## config.mk

```make
export PLATFORM = sky130hd
export DESIGN_NAME = melody_tone_sequencer_core_flat
export DESIGN_NICKNAME = d
export VERILOG_FILES = /design/src/sv/mts_pkg.sv /design/src/sv/mts_ifs.sv /design/src/sv/mts_div.sv /design/src/sv/mts_dp.sv /design/src/sv/mts_ctrl.sv /design/src/sv/melody_tone_sequencer_core.sv /design/src/flat_wrapper.sv
export SDC_FILE = /design/constraint.sdc
export NUM_CORES = 1
export LEC_CHECK = 0
export BUFFER_PORTS_ARGS = -buffer_cell sky130_fd_sc_hd__buf_2
export CAP_MARGIN = 5
export CORE_UTILIZATION = 40
export CTS_CLUSTER_DIAMETER = 30
export DETAILED_ROUTE_END_ITERATION = 7
export PLACE_DENSITY = 0.67
export SLEW_MARGIN = 20
export SYNTH_ARGS = -nofsm -noshare
export SYNTH_HDL_FRONTEND = slang
export SYNTH_SLANG_ARGS = --single-unit
```

## constraint.sdc

```tcl
create_clock -name clk -period 13.8 [get_ports clk]
set_input_delay 1.38 -clock clk [delete_from_list [all_inputs] [get_ports clk]]
set_output_delay 1.38 -clock clk [all_outputs]
set_load 0.02 [all_outputs]
```

## src/sv/mts_pkg.sv

```systemverilog
// Shared constants, tables, codes and types of the melody tone sequencer.
`default_nettype none
package mts_pkg;

	// Clock and song geometry
	localparam int CLOCK_HZ    = 25000000;
	localparam int SONG_LENGTH = 39;
	localparam int TABLE_SIZE  = 39;

	// Field widths
	localparam int OP_W   = 2;
	localparam int FREQ_W = 15;
	localparam int TICK_W = 8;
	localparam int HP_W   = 24;
	localparam int DAC_W  = 10;
	localparam int POS_W  = 6;
	localparam int NOTE_W = 10;

	// Divider geometry: quotient of (CLOCK_HZ / 2) by the pitch
	localparam int HALF_CLK = CLOCK_HZ / 2;
	localparam int QUO_W    = $clog2(HALF_CLK + 1);
	localparam int CNT_W    = $clog2(QUO_W + 1);
	localparam logic [HP_W-1:0] HP_MAX = '1;

	// Operation codes
	localparam logic [OP_W-1:0] OP_TICK   = 2'd0;
	localparam logic [OP_W-1:0] OP_EFFECT = 2'd1;
	localparam logic [OP_W-1:0] OP_HALF   = 2'd2;

	// Note pitches in hertz
	localparam logic [NOTE_W-1:0] P_E5  = 10'd659;
	localparam logic [NOTE_W-1:0] P_B4  = 10'd494;
	localparam logic [NOTE_W-1:0] P_C5  = 10'd523;
	localparam logic [NOTE_W-1:0] P_D5  = 10'd587;
	localparam logic [NOTE_W-1:0] P_A4  = 10'd440;
	localparam logic [NOTE_W-1:0] P_F5  = 10'd698;
	localparam logic [NOTE_W-1:0] P_A5  = 10'd880;
	localparam logic [NOTE_W-1:0] P_G5  = 10'd784;
	localparam logic [NOTE_W-1:0] P_SIL = 10'd0;
	localparam int PITCH_E5 = 659;

	// Reset values
	localparam logic [DAC_W-1:0]  DAC_LEVEL_RST = 10'd128;
	localparam logic [HP_W-1:0]   RELOAD_RST    = HP_W'(HALF_CLK / PITCH_E5);
	localparam logic [TICK_W-1:0] PAST_END_LEN  = 8'd20;

	localparam logic [NOTE_W-1:0] TUNE_PITCH [TABLE_SIZE] = '{
		P_E5, P_B4, P_C5, P_D5, P_C5, P_B4, P_A4, P_A4, P_C5, P_E5, P_D5, P_C5,
		P_B4, P_C5, P_D5, P_E5, P_C5, P_A4, P_A4, P_SIL,
		P_D5, P_F5, P_A5, P_G5, P_F5, P_E5, P_C5, P_E5, P_D5, P_C5,
		P_B4, P_B4, P_C5, P_D5, P_E5, P_C5, P_A4, P_A4, P_SIL
	};

	localparam logic [TICK_W-1:0] TUNE_LEN [TABLE_SIZE] = '{
		8'd20, 8'd10, 8'd10, 8'd20, 8'd10, 8'd10, 8'd20, 8'd10, 8'd10, 8'd20, 8'd10, 8'd10,
		8'd20, 8'd10, 8'd20, 8'd20, 8'd20, 8'd20, 8'd20, 8'd20,
		8'd20, 8'd10, 8'd20, 8'd10, 8'd10, 8'd30, 8'd10, 8'd20, 8'd10, 8'd10,
		8'd20, 8'd10, 8'd10, 8'd20, 8'd20, 8'd20, 8'd20, 8'd20, 8'd20
	};

	// Pitch of a song position; positions past the table are silent
	function automatic logic [FREQ_W-1:0] tune_pitch(input logic [POS_W-1:0] pos);
		logic [FREQ_W-1:0] p;
		p = '0;
		if (32'(pos) < TABLE_SIZE) begin
			p = FREQ_W'(TUNE_PITCH[pos]);
		end
		return p;
	endfunction

	// Duration of a song position in ticks
	function automatic logic [TICK_W-1:0] tune_len(input logic [POS_W-1:0] pos);
		logic [TICK_W-1:0] l;
		l = PAST_END_LEN;
		if (32'(pos) < TABLE_SIZE) begin
			l = TUNE_LEN[pos];
		end
		return l;
	endfunction

	// Controller to datapath commands
	typedef struct packed {
		logic step;
		logic div_start;
		logic load_out;
	} mts_cmd_t;

	// Datapath to controller status
	typedef struct packed {
		logic need_div;
		logic div_done;
	} mts_status_t;

	// Result item
	typedef struct packed {
		logic [HP_W-1:0]  half_period;
		logic             tone_on;
		logic [DAC_W-1:0] dac_value;
		logic             effect_playing;
		logic [POS_W-1:0] note_position;
	} mts_rsp_t;

endpackage
`default_nettype wire

```

## src/sv/mts_ifs.sv

```systemverilog
// Request and response channel interfaces of the melody tone sequencer.
`default_nettype none
interface mts_req_if;
	import mts_pkg::*;
	logic              valid;
	logic              ready;
	logic [OP_W-1:0]   op;
	logic [FREQ_W-1:0] effect_freq;
	logic [TICK_W-1:0] effect_ticks;

	modport source (output valid, output op, output effect_freq, output effect_ticks,
		input ready);
	modport sink (input valid, input op, input effect_freq, input effect_ticks,
		output ready);
	modport mon (input valid, input ready, input op, input effect_freq, input effect_ticks);
endinterface

interface mts_rsp_if;
	import mts_pkg::*;
	logic             valid;
	logic             ready;
	logic [HP_W-1:0]  half_period;
	logic             tone_on;
	logic [DAC_W-1:0] dac_value;
	logic             effect_playing;
	logic [POS_W-1:0] note_position;

	modport source (output valid, output half_period, output tone_on, output dac_value,
		output effect_playing, output note_position, input ready);
	modport sink (input valid, input half_period, input tone_on, input dac_value,
		input effect_playing, input note_position, output ready);
	modport mon (input valid, input ready, input half_period, input tone_on,
		input dac_value, input effect_playing, input note_position);
endinterface
`default_nettype wire

```

## src/sv/mts_div.sv

```systemverilog
// Bit-serial restoring divider: (CLOCK_HZ / 2) / pitch, saturated to the timer width.
`default_nettype none
module mts_div (
	input  logic                       clk,
	input  logic                       arst_n,
	input  logic                       start,
	input  logic [mts_pkg::FREQ_W-1:0] divisor,
	output logic                       done,
	output logic [mts_pkg::HP_W-1:0]   quotient
);
	import mts_pkg::*;

	logic [QUO_W-1:0]  num_q;
	logic [FREQ_W-1:0] rem_q;
	logic [FREQ_W-1:0] dvs_q;
	logic [CNT_W-1:0]  cnt_q;
	logic              busy_q;
	logic              done_q;
	logic [FREQ_W:0]   trial;
	logic [FREQ_W:0]   diff;
	logic              fits;
	logic [31:0]       quo_wide;

	// Bring down the next dividend bit and try the subtraction
	assign trial = {rem_q, num_q[QUO_W-1]};
	assign diff  = trial - {1'b0, dvs_q};
	assign fits  = trial >= {1'b0, dvs_q};

	// Control: count one quotient bit per cycle
	always_ff @(posedge clk or negedge arst_n) begin
		if (!arst_n) begin
			busy_q <= 1'b0;
			done_q <= 1'b0;
			cnt_q  <= '0;
		end else begin
			done_q <= 1'b0;
			if (start) begin
				busy_q <= 1'b1;
				cnt_q  <= CNT_W'(QUO_W);
			end else if (busy_q) begin
				cnt_q <= cnt_q - 1'b1;
				if (cnt_q == CNT_W'(1)) begin
					busy_q <= 1'b0;
					done_q <= 1'b1;
				end
			end
		end
	end

	// Datapath: dividend shifts out the top, quotient bits shift in the bottom
	always_ff @(posedge clk) begin
		if (start) begin
			num_q <= QUO_W'(HALF_CLK);
			rem_q <= '0;
			dvs_q <= divisor;
		end else if (busy_q) begin
			num_q <= {num_q[QUO_W-2:0], fits};
			rem_q <= fits ? diff[FREQ_W-1:0] : trial[FREQ_W-1:0];
		end
	end

	// Saturate to the timer reload width
	assign quo_wide = 32'(num_q);
	assign quotient = (quo_wide > 32'(HP_MAX)) ? HP_MAX : quo_wide[HP_W-1:0];
	assign done     = done_q;

endmodule
`default_nettype wire

```

## src/sv/mts_dp.sv

```systemverilog
// Datapath: melody and effect state, tone state, DAC level register, result register.
`default_nettype none
module mts_dp (
	input  logic                       clk,
	input  logic                       arst_n,
	input  mts_pkg::mts_cmd_t          cmd,
	output mts_pkg::mts_status_t       status,
	input  logic [mts_pkg::OP_W-1:0]   op,
	input  logic [mts_pkg::FREQ_W-1:0] effect_freq,
	input  logic [mts_pkg::TICK_W-1:0] effect_ticks,
	input  logic                       cfg_wr_en,
	input  logic [mts_pkg::DAC_W-1:0]  cfg_wr_data,
	output mts_pkg::mts_rsp_t          rsp
);
	import mts_pkg::*;

	logic [DAC_W-1:0]  dac_level_q;
	logic [POS_W-1:0]  note_pos_q,  note_pos_n;
	logic [TICK_W-1:0] note_left_q, note_left_n;
	logic              eff_act_q,   eff_act_n;
	logic [TICK_W-1:0] eff_left_q,  eff_left_n;
	logic [HP_W-1:0]   reload_q;
	logic              running_q,   running_n;
	logic              phase_q,     phase_n;
	logic [DAC_W-1:0]  dac_q,       dac_n;
	mts_rsp_t          rsp_q;

	logic [FREQ_W-1:0] p_cur;
	logic [FREQ_W-1:0] pitch;
	logic [TICK_W-1:0] left_dec;
	logic [POS_W:0]    pos_inc;
	logic [POS_W-1:0]  pos_next;
	logic              set_pitch;
	logic              resume;
	logic              clr_dac;
	logic              div_done;
	logic [HP_W-1:0]   quotient;

	// Next song position with wraparound
	assign pos_inc  = {1'b0, note_pos_q} + 1'b1;
	assign pos_next = (pos_inc >= (POS_W+1)'(SONG_LENGTH)) ? '0 : pos_inc[POS_W-1:0];
	assign left_dec = (note_left_q != '0) ? note_left_q - 1'b1 : '0;
	assign p_cur    = tune_pitch(note_pos_q);

	// Work out the state after one transaction
	always_comb begin
		note_pos_n  = note_pos_q;
		note_left_n = note_left_q;
		eff_act_n   = eff_act_q;
		eff_left_n  = eff_left_q;
		running_n   = running_q;
		phase_n     = phase_q;
		dac_n       = dac_q;
		set_pitch   = 1'b0;
		pitch       = '0;
		resume      = 1'b0;
		clr_dac     = 1'b0;
		case (op)
			OP_TICK: begin
				if (eff_act_q && (eff_left_q != '0)) begin
					eff_left_n = eff_left_q - 1'b1;
				end else begin
					// End any effect, resume the note, then count the note down
					resume    = eff_act_q;
					eff_act_n = 1'b0;
					clr_dac   = resume && (p_cur == '0);
					if (left_dec == '0) begin
						note_pos_n  = pos_next;
						note_left_n = tune_len(pos_next);
						set_pitch   = 1'b1;
						pitch       = tune_pitch(pos_next);
					end else begin
						note_left_n = left_dec;
						set_pitch   = resume;
						pitch       = p_cur;
					end
				end
			end
			OP_EFFECT: begin
				eff_act_n  = 1'b1;
				eff_left_n = effect_ticks;
				set_pitch  = 1'b1;
				pitch      = effect_freq;
			end
			OP_HALF: begin
				if (running_q) begin
					phase_n = !phase_q;
					dac_n   = phase_q ? '0 : dac_level_q;
				end
			end
			default: begin
			end
		endcase
		// Silence stops the timer and drops the DAC; a pitch restarts it
		if (set_pitch) begin
			if (pitch == '0) begin
				running_n = 1'b0;
				dac_n     = '0;
			end else begin
				running_n = 1'b1;
			end
		end
		if (clr_dac) begin
			dac_n = '0;
		end
	end

	assign status.need_div = set_pitch && (pitch != '0);
	assign status.div_done = div_done;

	mts_div u_div (
		.clk      (clk),
		.arst_n   (arst_n),
		.start    (cmd.div_start),
		.divisor  (pitch),
		.done     (div_done),
		.quotient (quotient)
	);

	// State registers
	always_ff @(posedge clk or negedge arst_n) begin
		if (!arst_n) begin
			dac_level_q <= DAC_LEVEL_RST;
			note_pos_q  <= '0;
			note_left_q <= tune_len('0);
			eff_act_q   <= 1'b0;
			eff_left_q  <= '0;
			reload_q    <= RELOAD_RST;
			running_q   <= 1'b1;
			phase_q     <= 1'b0;
			dac_q       <= '0;
		end else begin
			if (cfg_wr_en) begin
				dac_level_q <= cfg_wr_data;
			end
			if (cmd.step) begin
				note_pos_q  <= note_pos_n;
				note_left_q <= note_left_n;
				eff_act_q   <= eff_act_n;
				eff_left_q  <= eff_left_n;
				running_q   <= running_n;
				phase_q     <= phase_n;
				dac_q       <= dac_n;
			end
			if (div_done) begin
				reload_q <= quotient;
			end
		end
	end

	// Result register
	always_ff @(posedge clk) begin
		if (cmd.load_out) begin
			rsp_q.half_period    <= running_q ? reload_q : '0;
			rsp_q.tone_on        <= running_q;
			rsp_q.dac_value      <= dac_q;
			rsp_q.effect_playing <= eff_act_q;
			rsp_q.note_position  <= note_pos_q;
		end
	end

	assign rsp = rsp_q;

endmodule
`default_nettype wire

```

## src/sv/mts_ctrl.sv

```systemverilog
// Controller: accepts a transaction, waits for the divider, hands the result out.
`default_nettype none
module mts_ctrl (
	input  logic                 clk,
	input  logic                 arst_n,
	input  logic                 in_valid,
	output logic                 in_ready,
	output logic                 out_valid,
	input  logic                 out_ready,
	output mts_pkg::mts_cmd_t    cmd,
	input  mts_pkg::mts_status_t status
);
	import mts_pkg::*;

	typedef enum logic [1:0] {
		S_IDLE,
		S_DIV,
		S_PUSH
	} state_t;

	state_t state_q;
	logic   out_valid_q;

	// Commands
	assign in_ready      = (state_q == S_IDLE);
	assign cmd.step      = (state_q == S_IDLE) && in_valid;
	assign cmd.div_start = cmd.step && status.need_div;
	assign cmd.load_out  = (state_q == S_PUSH) && (!out_valid_q || out_ready);
	assign out_valid     = out_valid_q;

	// State and result valid flag
	always_ff @(posedge clk or negedge arst_n) begin
		if (!arst_n) begin
			state_q     <= S_IDLE;
			out_valid_q <= 1'b0;
		end else begin
			case (state_q)
				S_IDLE: begin
					if (in_valid) begin
						state_q <= status.need_div ? S_DIV : S_PUSH;
					end
				end
				S_DIV: begin
					if (status.div_done) begin
						state_q <= S_PUSH;
					end
				end
				S_PUSH: begin
					if (cmd.load_out) begin
						state_q <= S_IDLE;
					end
				end
				default: begin
					state_q <= S_IDLE;
				end
			endcase
			// Raise valid on a load, drop it once the response is taken
			if (cmd.load_out) begin
				out_valid_q <= 1'b1;
			end else if (out_valid_q && out_ready) begin
				out_valid_q <= 1'b0;
			end
		end
	end

endmodule
`default_nettype wire

```

## src/sv/melody_tone_sequencer_core.sv

```systemverilog
// Looping melody player with sound-effect override: top level.
// Each request transaction yields exactly one response carrying the tone timer
// reload, tone enable, DAC code, effect flag and note position. A transaction
// that ends with no new nonzero pitch goes from acceptance straight to the
// output register once that is free; one that loads a nonzero pitch (effect
// request, note change or effect end) first waits for the bit-serial divider,
// which forms CLOCK_HZ / (2 * pitch) one quotient bit per cycle over 24 bits.
// One transaction is worked on at a time; the next is accepted while the
// previous response still waits in the output register.
// dac_level may be written at any time the block is idle and takes effect at
// the next half-period event.
`default_nettype none
module melody_tone_sequencer_core (
	input  logic                      clk,
	input  logic                      arst_n,
	mts_req_if.sink                   req,
	mts_rsp_if.source                 rsp,
	input  logic                      cfg_wr_en,
	input  logic [mts_pkg::DAC_W-1:0] cfg_wr_data
);
	import mts_pkg::*;

	mts_cmd_t    cmd;
	mts_status_t status;
	mts_rsp_t    rsp_data;

	mts_ctrl u_ctrl (
		.clk       (clk),
		.arst_n    (arst_n),
		.in_valid  (req.valid),
		.in_ready  (req.ready),
		.out_valid (rsp.valid),
		.out_ready (rsp.ready),
		.cmd       (cmd),
		.status    (status)
	);

	mts_dp u_dp (
		.clk          (clk),
		.arst_n       (arst_n),
		.cmd          (cmd),
		.status       (status),
		.op           (req.op),
		.effect_freq  (req.effect_freq),
		.effect_ticks (req.effect_ticks),
		.cfg_wr_en    (cfg_wr_en),
		.cfg_wr_data  (cfg_wr_data),
		.rsp          (rsp_data)
	);

	// Drive the response payload
	assign rsp.half_period    = rsp_data.half_period;
	assign rsp.tone_on        = rsp_data.tone_on;
	assign rsp.dac_value      = rsp_data.dac_value;
	assign rsp.effect_playing = rsp_data.effect_playing;
	assign rsp.note_position  = rsp_data.note_position;

endmodule
`default_nettype wire

```

## src/flat_wrapper.sv

```systemverilog
// flat-port wrapper written by rule: the top's interface ports become plain ports
module melody_tone_sequencer_core_flat import mts_pkg::*;
  (clk, arst_n, cfg_wr_en, cfg_wr_data, req_valid, req_op, req_effect_freq, req_effect_ticks, req_ready, rsp_valid, rsp_half_period, rsp_tone_on, rsp_dac_value, rsp_effect_playing, rsp_note_position, rsp_ready);
  mts_req_if req_i ();
  mts_rsp_if rsp_i ();
  input  logic clk;
  input  logic arst_n;
  input  logic cfg_wr_en;
  input  logic [mts_pkg::DAC_W-1:0] cfg_wr_data;
  input wire logic [$bits(req_i.valid)-1:0] req_valid;
  input wire logic [$bits(req_i.op)-1:0] req_op;
  input wire logic [$bits(req_i.effect_freq)-1:0] req_effect_freq;
  input wire logic [$bits(req_i.effect_ticks)-1:0] req_effect_ticks;
  output wire logic [$bits(req_i.ready)-1:0] req_ready;
  output wire logic [$bits(rsp_i.valid)-1:0] rsp_valid;
  output wire logic [$bits(rsp_i.half_period)-1:0] rsp_half_period;
  output wire logic [$bits(rsp_i.tone_on)-1:0] rsp_tone_on;
  output wire logic [$bits(rsp_i.dac_value)-1:0] rsp_dac_value;
  output wire logic [$bits(rsp_i.effect_playing)-1:0] rsp_effect_playing;
  output wire logic [$bits(rsp_i.note_position)-1:0] rsp_note_position;
  input wire logic [$bits(rsp_i.ready)-1:0] rsp_ready;
  assign req_i.valid = req_valid;
  assign req_i.op = req_op;
  assign req_i.effect_freq = req_effect_freq;
  assign req_i.effect_ticks = req_effect_ticks;
  assign req_ready = req_i.ready;
  assign rsp_valid = rsp_i.valid;
  assign rsp_half_period = rsp_i.half_period;
  assign rsp_tone_on = rsp_i.tone_on;
  assign rsp_dac_value = rsp_i.dac_value;
  assign rsp_effect_playing = rsp_i.effect_playing;
  assign rsp_note_position = rsp_i.note_position;
  assign rsp_i.ready = rsp_ready;
  melody_tone_sequencer_core u_core (.clk(clk), .arst_n(arst_n), .req(req_i), .rsp(rsp_i), .cfg_wr_en(cfg_wr_en), .cfg_wr_data(cfg_wr_data));
endmodule
```

==> run metrics, run 1 <==
outcome complete, no violations; CP Data Required Time between 10 and 15 ns; IO Port Bufs just over 80; Sink Count 175; Initial Util roughly 40%; CP Launch Type register; Lkg Pwr roughly 4.6 nW; post-layout minimum cycle time ~5.7 ns; Post-Place Setup Slack 8.193 ns; antenna violations before repair 1; Post-Route Utilization between 40% and 50%; Rows between 50 and 60; Worst Skew between 0.015 and 0.02 ns; commonest cells after routing, fill and taps aside 100 x nand2_1, 82 x buf_2, 69 x dfrtp_1; width of the die between 150 and 200 microns; Slew HR between 20% and 30%; clock slew at reported path FFs roughly 0.08 ns; number of library cell types mapped by synthesis between 90 and 100; aggregate global routing overflow 0; Post-Syn Nets 1,075; commonest non-fill, non-tap cell in the layout nand2_1; htree depth 4; drt pass-1 iters 5; Max IR drop VDD between 0.09 and 0.1 mV; Final Hold Fails 0; initial drt markers a little under 800; Synth warnings 0; Hold Path Class register to register; Top FF cell, synth dfrtp_1; final net count approximately 1,100; Placed Area roughly 11,000 sq um; critical path class register to register; top cell type's share of synthesized area between 10% and 20%; async set-or-reset flop fraction in the synthesized netlist 45.14%; Post-CTS Setup Repair Bufs 0; global-route wire length before repair around 38,000 microns; Die ar. around 26,000 sq um; io pins 84; synth top area cells dfrtp_1 18%, edfxtp_1 17%, dfxtp_1 7.8%, ha_1 4.4%, mux2_2 3.9%; EDFF count, synth 57; hold_buf cts 0; Yosys reg bits between 150 and 200; TNS Setup 0 ns; DRC Markers 0; HPWL after detailed placement roughly 16,000 microns; Die Span Y roughly 160 microns; drt wl/cell 17.11 microns; Mapped Area ~10,000 sq um; top cell type by total area after synthesis dfrtp_1; Final Instance Area ~11,000 sq um; Total Power 2.479 mW; Avg Cell Area, Syn between 10 and 15 sq um; TritonCTS buffer count 17; MaxCap Viol Count 0; clock tree buffer depth 2; sequential element share of the synthesized area 44.80%; pwr dens 219.9 nW/um^2; RSZ-0062 raised after global routing false; crit path DAT about 6 ns; cell count after synthesis 999; Syn-to-layout area delta 12.69%; Post-Layout Cell Count about 1,400; Fin Hold WS 0.4839 ns; layout cells sized above 1 between 20% and 30%; count of final max-slew check failures 0; Clock Latency Late Sink around 0.44 ns; maximum operating frequency between 150 and 200 MHz; core box area around 24,000 sq um; slew at the pin with the worst max-slew slack roughly 1.1 ns; largest net degree at the start of global routing 80; setup ws final between 8 and 9 ns; Post-Place Cells 1,355; total number of vias around 7,800; Post-CTS Resized 0; CTS tree yes; Final Cycle Share between 40% and 50%; Placer Congestion 0.9143; CP max FO 36; Worst Setup End Kind register; All-Layer GR Usage 18.73%; vias in the first global route between 7,000 and 8,000; Antenna Violating Nets Remaining 0; Avg Vias per Cell around 5.6; routed wire length 23,740 microns; CTS root buf clkbuf_16; Final Setup Violations 0
critical path, cell delays in order (launching register included):
cell	delay [ns]
dfrtp_1	0.72
ha_1	0.61
xor2_2	0.64
o21ai_2	0.27
o211ai_4	0.36
nor2_1	0.11
nand2_1	0.21
ha_1	0.27
nand2_1	0.09
a21o_1	0.19
o21ai_0	0.17
o2111a_1	0.20
o211ai_1	0.13
a211oi_1	0.30
nand4_2	0.22
o311ai_4	0.25
buf_4	0.39
inv_2	0.24
sequential cells by signal (all words and copies together) (netlist names), 2 cells and up:
| signal | count |
|---|---|
| u_core.u_dp.dac_q | 10 |
| u_core.u_dp.u_div.rem_q | 15 |
| u_core.u_dp.u_div.dvs_q | 15 |
| u_core.u_dp.u_div.cnt_q | 5 |
| u_core.u_dp.eff_left_q | 8 |
| u_core.u_dp.dac_level_q | 10 |
| u_core.u_dp.note_left_q | 8 |
| u_core.u_dp.rsp | 42 |
| u_core.u_dp.u_div.num_q | 24 |
| u_core.u_dp.note_pos_q | 6 |
| u_core.u_ctrl.state_q | 2 |
| u_core.u_dp.reload_q | 24 |
metal layers:
| layer | track usage [%] | up-vias | routed length [microns] |
|---|---|---|---|
| li1 | - | 3769 | - |
| met1 | 24.58 | 3766 | 10770 |
| met2 | 30.57 | 217 | 11420 |
| met3 | 3.610 | 40 | 1011 |
| met4 | 7.013 | 0 | 537 |
| met5 | 0 | - | 0 |
area by class of cell:
cell class              instances  area [sq um]
multi-input cells             720          5087
flip-flops and latches        175          4482
clock inverters                15         197.7
well taps                     324         405.4
clock buffers                  17         425.4
diodes                          1         2.502
repair buffers                 96         519.2
inverters                      40         150.1
fillers                      2301         13120
final timing paths:
| check | from | slack [ns] | endpoint | cells past startpoint |
|---|---|---|---|---|
| max reg2reg | u_core.u_dp.note_pos_q[1] | 8.10 | u_core.u_dp.u_div.dvs_q[4] | 17 |
| max | u_core.u_dp.note_pos_q[1] | 8.10 | u_core.u_dp.u_div.dvs_q[4] | 17 |
| min | u_core.u_dp.dac_q[7] | 0.48 | u_core.u_dp.rsp[14] | 0 |
| min in group asynchronous | arst_n | 0.99 | u_core.u_dp.dac_level_q[9] | 1 |
| max in group asynchronous | arst_n | 12.25 | u_core.u_dp.u_div.busy_q | 1 |
| min reg2reg | u_core.u_dp.dac_q[7] | 0.48 | u_core.u_dp.rsp[14] | 0 |
report_power, final:
group / leakage, nW / internal, mW / switching [mW]
Combinational: 2.53 / 0.470 / 0.622
Sequential: 1.73 / 0.763 / 0.133
Clock: 0.298 / 0.251 / 0.241
logic make-up (layout without fill, tap and decap cells):
| group | count (synthesis) | in the layout | synth area share (%) |
|---|---|---|---|
| DFF | 175 | 175 | 44.80 |
| muxes | 70 | 70 | 7.694 |
| xor gates and xnor gates | 19 | 19 | 1.814 |
| AOI/OAI and AO/OA | 264 | 264 | 19.20 |
| and+or+nand+nor | 331 | 331 | 17.38 |
| adders and majority gates | 36 | 36 | 4.579 |
| buffers and inverters | 104 | 168 | 4.529 |
| other | 0 | 1 | 0 |
Yosys cell counts, types with 7 or more instances:
cell type  number
buf_2          14
ha_1           35
clkbuf_1       36
nor4_1          9
a211oi_1       11
nand4_1         9
a22oi_1        14
a21o_1          7
dfxtp_1        39
dfstp_2         9
o21ai_1        13
o21ai_0        58
nor3_1         22
nand3_1        15
and2_1         43
a31oi_2        10
a21oi_1        32
buf_1           7
dfrtp_1        70
edfxtp_1       57
nand2b_1       21
inv_1          37
o211ai_1       20
a31oi_1        10
nor2b_1        11
xnor2_1        13
or3_1           8
o211a_1        15
mux2i_1        33
mux2_2         35
nand2_1       100
nor2_1         55
No activity file was read; power rests on OpenSTA's default activity.
==> run 2: changes to the inputs <==
- PLACE_DENSITY: 0.67 -> 0.69
- clock period: 13.8 -> 4.85 ns (I/O delays scaled with it)
==> run 2 against run 1 <==
Net effect:
- total power grew to 2.9 times the previous value
- sequential power grew to 2.9 times the previous value
- critical path depth fell by 1
- wire length grew 1.2%
- clock skew barely moved
- highest routed layer unchanged
- maximum frequency increased by 27%
- flip-flop and latch count unchanged
==> run metrics, run 2 (same netlist as run 1, synthesis figures left out) <==
Final Cycle Share 92.17%; Die Span Y around 160 microns; Max IR drop VDD roughly 0.26 mV; clock tree buffer depth 2; R2R Setup Slk around 0.38 ns; Clock Latency Late Sink ~0.44 ns; CP Data Required Time roughly 5.2 ns; worst setup path start u_core.u_dp.note_pos_q[0]; CP max FO 14; pwr dens about 630 nW/um^2; R2R Path End u_core.u_ctrl.state_q[1]; Hold Path Class input port to async pin; MaxCap Viol Count 0; Initial Util between 40% and 50%; Final Setup Violations 0; max reg flops between 40 and 50; final net count between 1,000 and 1,500; clock slew at reported path FFs 0.09 ns; Worst Skew between 0.015 and 0.02 ns; commonest cells after routing, fill and taps aside 100 x nand2_1, 82 x buf_2, 69 x dfrtp_1; crit path DAT between 4 and 5 ns; total number of vias 7,961; Post-CTS Setup Repair Bufs 0; RSZ-0062 raised after global routing false; core box area around 24,000 sq um; TritonCTS buffer count 17; width of the die around 160 microns; initial drt markers roughly 740; reg2reg path depth 16; CP Launch Type register; Post-Route Utilization between 40% and 50%; Syn-to-layout area delta 13.87%; count of final max-slew check failures 0; global-route wire length before repair just under 40,000 microns; Placer Congestion between 0.9 and 1; outcome complete, no violations; antenna violations before repair 0; CTS tree yes; vias in the first global route around 7,600; slew at the pin with the worst max-slew slack between 1 and 1.5 ns; IO Port Bufs 83; TNS Setup 0 ns; worst setup path endpoint u_core.u_ctrl.state_q[1]; All-Layer GR Usage 19.15%; largest net degree at the start of global routing 80; routed wire length around 24,000 microns; Worst Setup End Kind register; drt pass-1 iters 5; FILL cells 2,314; htree depth 4; Avg Vias per Cell around 5.7; ant diodes 0; RR Startpoint u_core.u_dp.note_pos_q[0]; Slew HR 29.48%; Sink Count approximately 180; Rows 57; Lkg Pwr 4.636 nW; HPWL after detailed placement around 17,000 microns; maximum operating frequency roughly 220 MHz; DRC Markers 0; Antenna Violating Nets Remaining 0; Final Hold Fails 0; io pins 84; commonest non-fill, non-tap cell in the layout nand2_1; Die ar. around 26,000 sq um; post-layout minimum cycle time around 4.5 ns; layout cells sized above 1 about a fifth; aggregate global routing overflow 0; critical path class register to register; drt wl/cell ~17 microns; CTS root buf clkbuf_16
-- run 2: cell types whose count changed in the layout (fill, tap and decap cells not counted) --
cell,before,now
or3_1,8,7
buf_4,13,26
or3_2,0,1
inv_16,0,1
nor3_2,0,1
inv_8,3,2
diode_2,1,0
clkinv_8,4,5
clkinvlp_4,1,0
nor3_1,22,21
-- run 2: final cells by class --
type	count	area [sq um]	share of cell area [%]
Multi-Input combinational cell	720	5094	44.73
Sequential cell	175	4482	39.35
Timing Repair Buffer	109	616.8	5.416
Clock buffer	17	425.4	3.735
Tap cell	324	405.4	3.560
Clock inverter	15	215.2	1.890
Inverter	40	150.1	1.318
-- run 2: power breakdown --
group | total (mW) | switching (mW) | leakage (nW) | internal, mW
logic | 3.12 | 1.76 | 2.60 | 1.35
registers | 2.58 | 0.411 | 1.73 | 2.17
clock network | 1.46 | 0.736 | 0.308 | 0.726
-- run 2: how the worst min path moves through the flow --
stage	from	endpoint	slack, ns	cells past startpoint
2_1_floorplan	arst_n	u_core.u_ctrl.out_valid	0.19	0
3_3_place_gp	u_core.u_dp.dac_q[1]	u_core.u_dp.rsp[8]	0.46	0
3_5_place_dp	u_core.u_dp.dac_q[0]	u_core.u_dp.rsp[7]	0.46	0
4_1_cts	cfg_wr_data[3]	u_core.u_dp.dac_level_q[3]	0.27	2
5_1_grt	arst_n	u_core.u_dp.eff_left_q[5]	0.16	1
6_report	arst_n	u_core.u_dp.note_pos_q[3]	0.08	1
-- run 2: per-layer routing --
metal | up-vias | wire length (microns) | global-route usage [%]
met5 | - | 0 | 0
met4 | 0 | 672 | 7.576
met3 | 52 | 1180 | 3.039
met2 | 286 | 11520 | 31.84
met1 | 3831 | 10660 | 24.90
li1 | 3792 | - | -
-- run 2: critical path, cell delays in order (launching register included) --
cell and delay (ns):
dfrtp_1 0.49, inv_1 0.14, ha_1 0.33, nor2b_1 0.14, o21ai_2 0.19, o211ai_4 0.16, nor2_1 0.32, inv_1 0.20
ha_1 0.29, inv_1 0.10, o211ai_2 0.09, and2_1 0.17, a221o_1 0.34, nor4_2 0.33, nand4_2 0.22, or3_2 0.67
a31oi_1 0.23
-- run 2: metrics by stage --
step	instance area (sq um)	hold slack, ns	std cells	total power [mW]	setup slack (ns)
global route	11390	0.1619	1400	7.654	0.02413
CTS	11380	0.2694	1400	7.183	0.3554
global placement	10740	0.4575	1368	5.619	0.5203
finish	11390	0.07915	1400	7.159	0.3797
floorplan	10000	0.1894	999	4.904	0.1604
detailed placement	10740	0.4597	1368	5.687	0.4009
-- run 2: what timing repair did --
item	4_1_cts	5_1_grt
hold buffers	0	0
gates resized for setup	0	1
endpoints found under the setup margin	0	2
==> run 3: changes to the inputs <==
- BUFFER_PORTS_ARGS: -buffer_cell sky130_fd_sc_hd__buf_2 -> -buffer_cell sky130_fd_sc_hd__buf_4
==> run 3 against run 2 <==
Net effect:
- worst setup slack improved by 0.050 ns
- total power increased by 0.90%
- final area increased by 1.7%
- non-clock buffer count decreased by 1
- combinational power increased by 3%
- via count decreased by 1.4%
- die area unchanged
- maximum frequency increased by 1.1%
- critical path depth increased by 2
- global-route usage decreased by 0.48 points
- wire length decreased by 1.2%
- first-iteration DRC count decreased by 5.8%
- critical path type unchanged
- critical endpoint is now u_core.u_dp.u_div.done
==> run metrics, run 3 (same netlist as run 1, synthesis figures left out) <==
outcome complete, no violations; Placer Congestion 0.9114; Post-CTS Setup Repair Bufs 0; global-route wire length before repair between 30,000 and 40,000 microns; drt pass-1 iters 5; TritonCTS buffer count 17; clock network fraction of total power 19.7%; Avg Vias per Cell about 5.6; Sw Ratio about 40%; Rows between 50 and 60; Syn-to-layout area delta 15.83%; reg2reg path depth 18; pwr dens 623.6 nW/um^2; final net count between 1,000 and 1,500; ant diodes 0; Final Setup Violations 0; switching power approximately 2.9 mW; RR Startpoint u_core.u_dp.note_pos_q[0]; combinational share of power between 40% and 50%; Worst Skew around 0.015 ns; slew at the pin with the worst max-slew slack between 1 and 1.5 ns; clock slew at reported path FFs 0.08 ns; Sink Count between 150 and 200; Die Span Y approximately 160 microns; layout cells sized above 1 between 20% and 30%; Final Hold Fails 0; total number of vias roughly 8,000; Max IR drop VDD approximately 0.26 mV; count of final max-slew check failures 0; R2R Path End u_core.u_dp.u_div.done; Post-Route Utilization 47.49%; routed wire length approximately 24,000 microns; clock tree buffer depth 2; internal power roughly 4.3 mW; Antenna Violating Nets Remaining 0; CP Data Required Time between 5 and 6 ns; commonest non-fill, non-tap cell in the layout buf_4; commonest cells after routing, fill and taps aside 107 x buf_4, 100 x nand2_1, 69 x dfrtp_1; DRC Markers 0; HPWL after detailed placement between 15,000 and 20,000 microns; TNS Setup 0 ns; vias in the first global route 7,254; antenna violations before repair 0; largest net degree at the start of global routing 80; All-Layer GR Usage between 10% and 20%; drt wl/cell 16.97 microns; Final Cycle Share about 91%; CTS tree yes; Total Power around 7.2 mW; htree depth 4; R2R Setup Slk between 0.4 and 0.5 ns; IO Port Bufs slightly above 80; Initial Util between 40 and 50%; Clock Latency Late Sink 0.45 ns; post-layout minimum cycle time between 4 and 5 ns; Hold Path Class input port to async pin; critical path class register to register; initial drt markers roughly 700; Worst Setup End Kind register; CP max FO 28; hold_buf cts 0; Post-CTS Resized 0; width of the die ~160 microns; MaxCap Viol Count 0; CP Launch Type register; RSZ-0062 raised after global routing false; Fin Hold WS approximately 0.064 ns; Lkg Pwr 4.696 nW; crit path DAT ~4.8 ns; Slew HR ~30%; maximum operating frequency between 200 and 250 MHz; Reg power frac between 30% and 40%; aggregate global routing overflow 0; CTS root buf clkbuf_16; io pins 84; Die ar. roughly 26,000 sq um; core box area between 20,000 and 25,000 sq um; max reg flops 42
==> run 3: changes by cell type in the layout (fill, tap and decap cells not counted) <==
cell        delta
buf_2         -82
a41oi_2        -1
clkinv_8       +2
or3_2          -1
clkinvlp_4     +1
nor3_2         -1
a41oi_4        +1
nor3_1         +1
inv_8          -1
buf_4         +81
or3_1          +1
inv_12         -1
inv_16         -1
==> run 3: layout make-up <==
cell class              count  area, sq um
fillers                  2289        12810
repair buffers            108        814.5
multi-input cells         720         5099
flip-flops and latches    175         4482
clock inverters            15        207.7
well taps                 324        405.4
inverters                  40        150.1
clock buffers              17        425.4
==> run 3: worst max-delay path, stage by stage, from the launching register on <==
cell,delay (ns)
dfrtp_1,0.47
inv_1,0.14
ha_1,0.31
nor2b_1,0.15
o21ai_2,0.09
o211ai_4,0.31
nor2_1,0.17
inv_1,0.16
ha_1,0.26
nand2_1,0.10
a21o_1,0.16
o21ai_0,0.21
o2111a_1,0.24
o211ai_1,0.12
a211oi_1,0.32
nand4_2,0.22
o311ai_4,0.30
buf_4,0.35
nor3b_1,0.22
==> run 3: per-stage QoR <==
stage / worst slack, ns / cells / area (sq um)
2_1_floorplan: 0.1604 / 999 / 10000
3_3_place_gp: 0.6250 / 1367 / 10940
3_5_place_dp: 0.4908 / 1367 / 10950
4_1_cts: 0.4657 / 1399 / 11580
5_1_grt: 0.1639 / 1399 / 11580
6_report: 0.4300 / 1399 / 11580
==> run 3: how the worst max path moves through the flow <==
| stage | cells after the start | startpoint | endpoint |
|---|---|---|---|
| 5_1_grt | 17 | u_core.u_dp.note_pos_q[0] | u_core.u_dp.u_div.done |
| 2_1_floorplan | 19 | u_core.u_dp.note_pos_q[0] | u_core.u_dp.u_div.dvs_q[0] |
| 4_1_cts | 17 | u_core.u_dp.note_pos_q[0] | u_core.u_dp.u_div.done |
| 3_5_place_dp | 17 | u_core.u_dp.note_pos_q[0] | u_core.u_dp.u_div.done |
| 3_3_place_gp | 17 | u_core.u_dp.note_pos_q[0] | u_core.u_dp.u_div.done |
| 6_report | 18 | u_core.u_dp.note_pos_q[0] | u_core.u_dp.u_div.done |
==> run 3: power groups by stage <==
stage               registers (mW)  logic, mW  clock network [mW]
global placement              2.60       3.12                   0
CTS                           2.59       3.21                1.45
finish                        2.59       3.21                1.42
detailed placement            2.62       3.18                   0
floorplan                     2.62       2.28                   0
global route                  2.66       3.54                1.52
==> run 3: metal layers <==
layer	wire length [microns]	part of all wire, %	vias to the layer above	GRT usage, %
met5	0	0	-	0
met4	623	2.6	0	7.706
met3	1306	5.5	50	3.792
met2	11430	48	266	30.47
met1	10380	44	3747	24.10
li1	-	-	3787	-
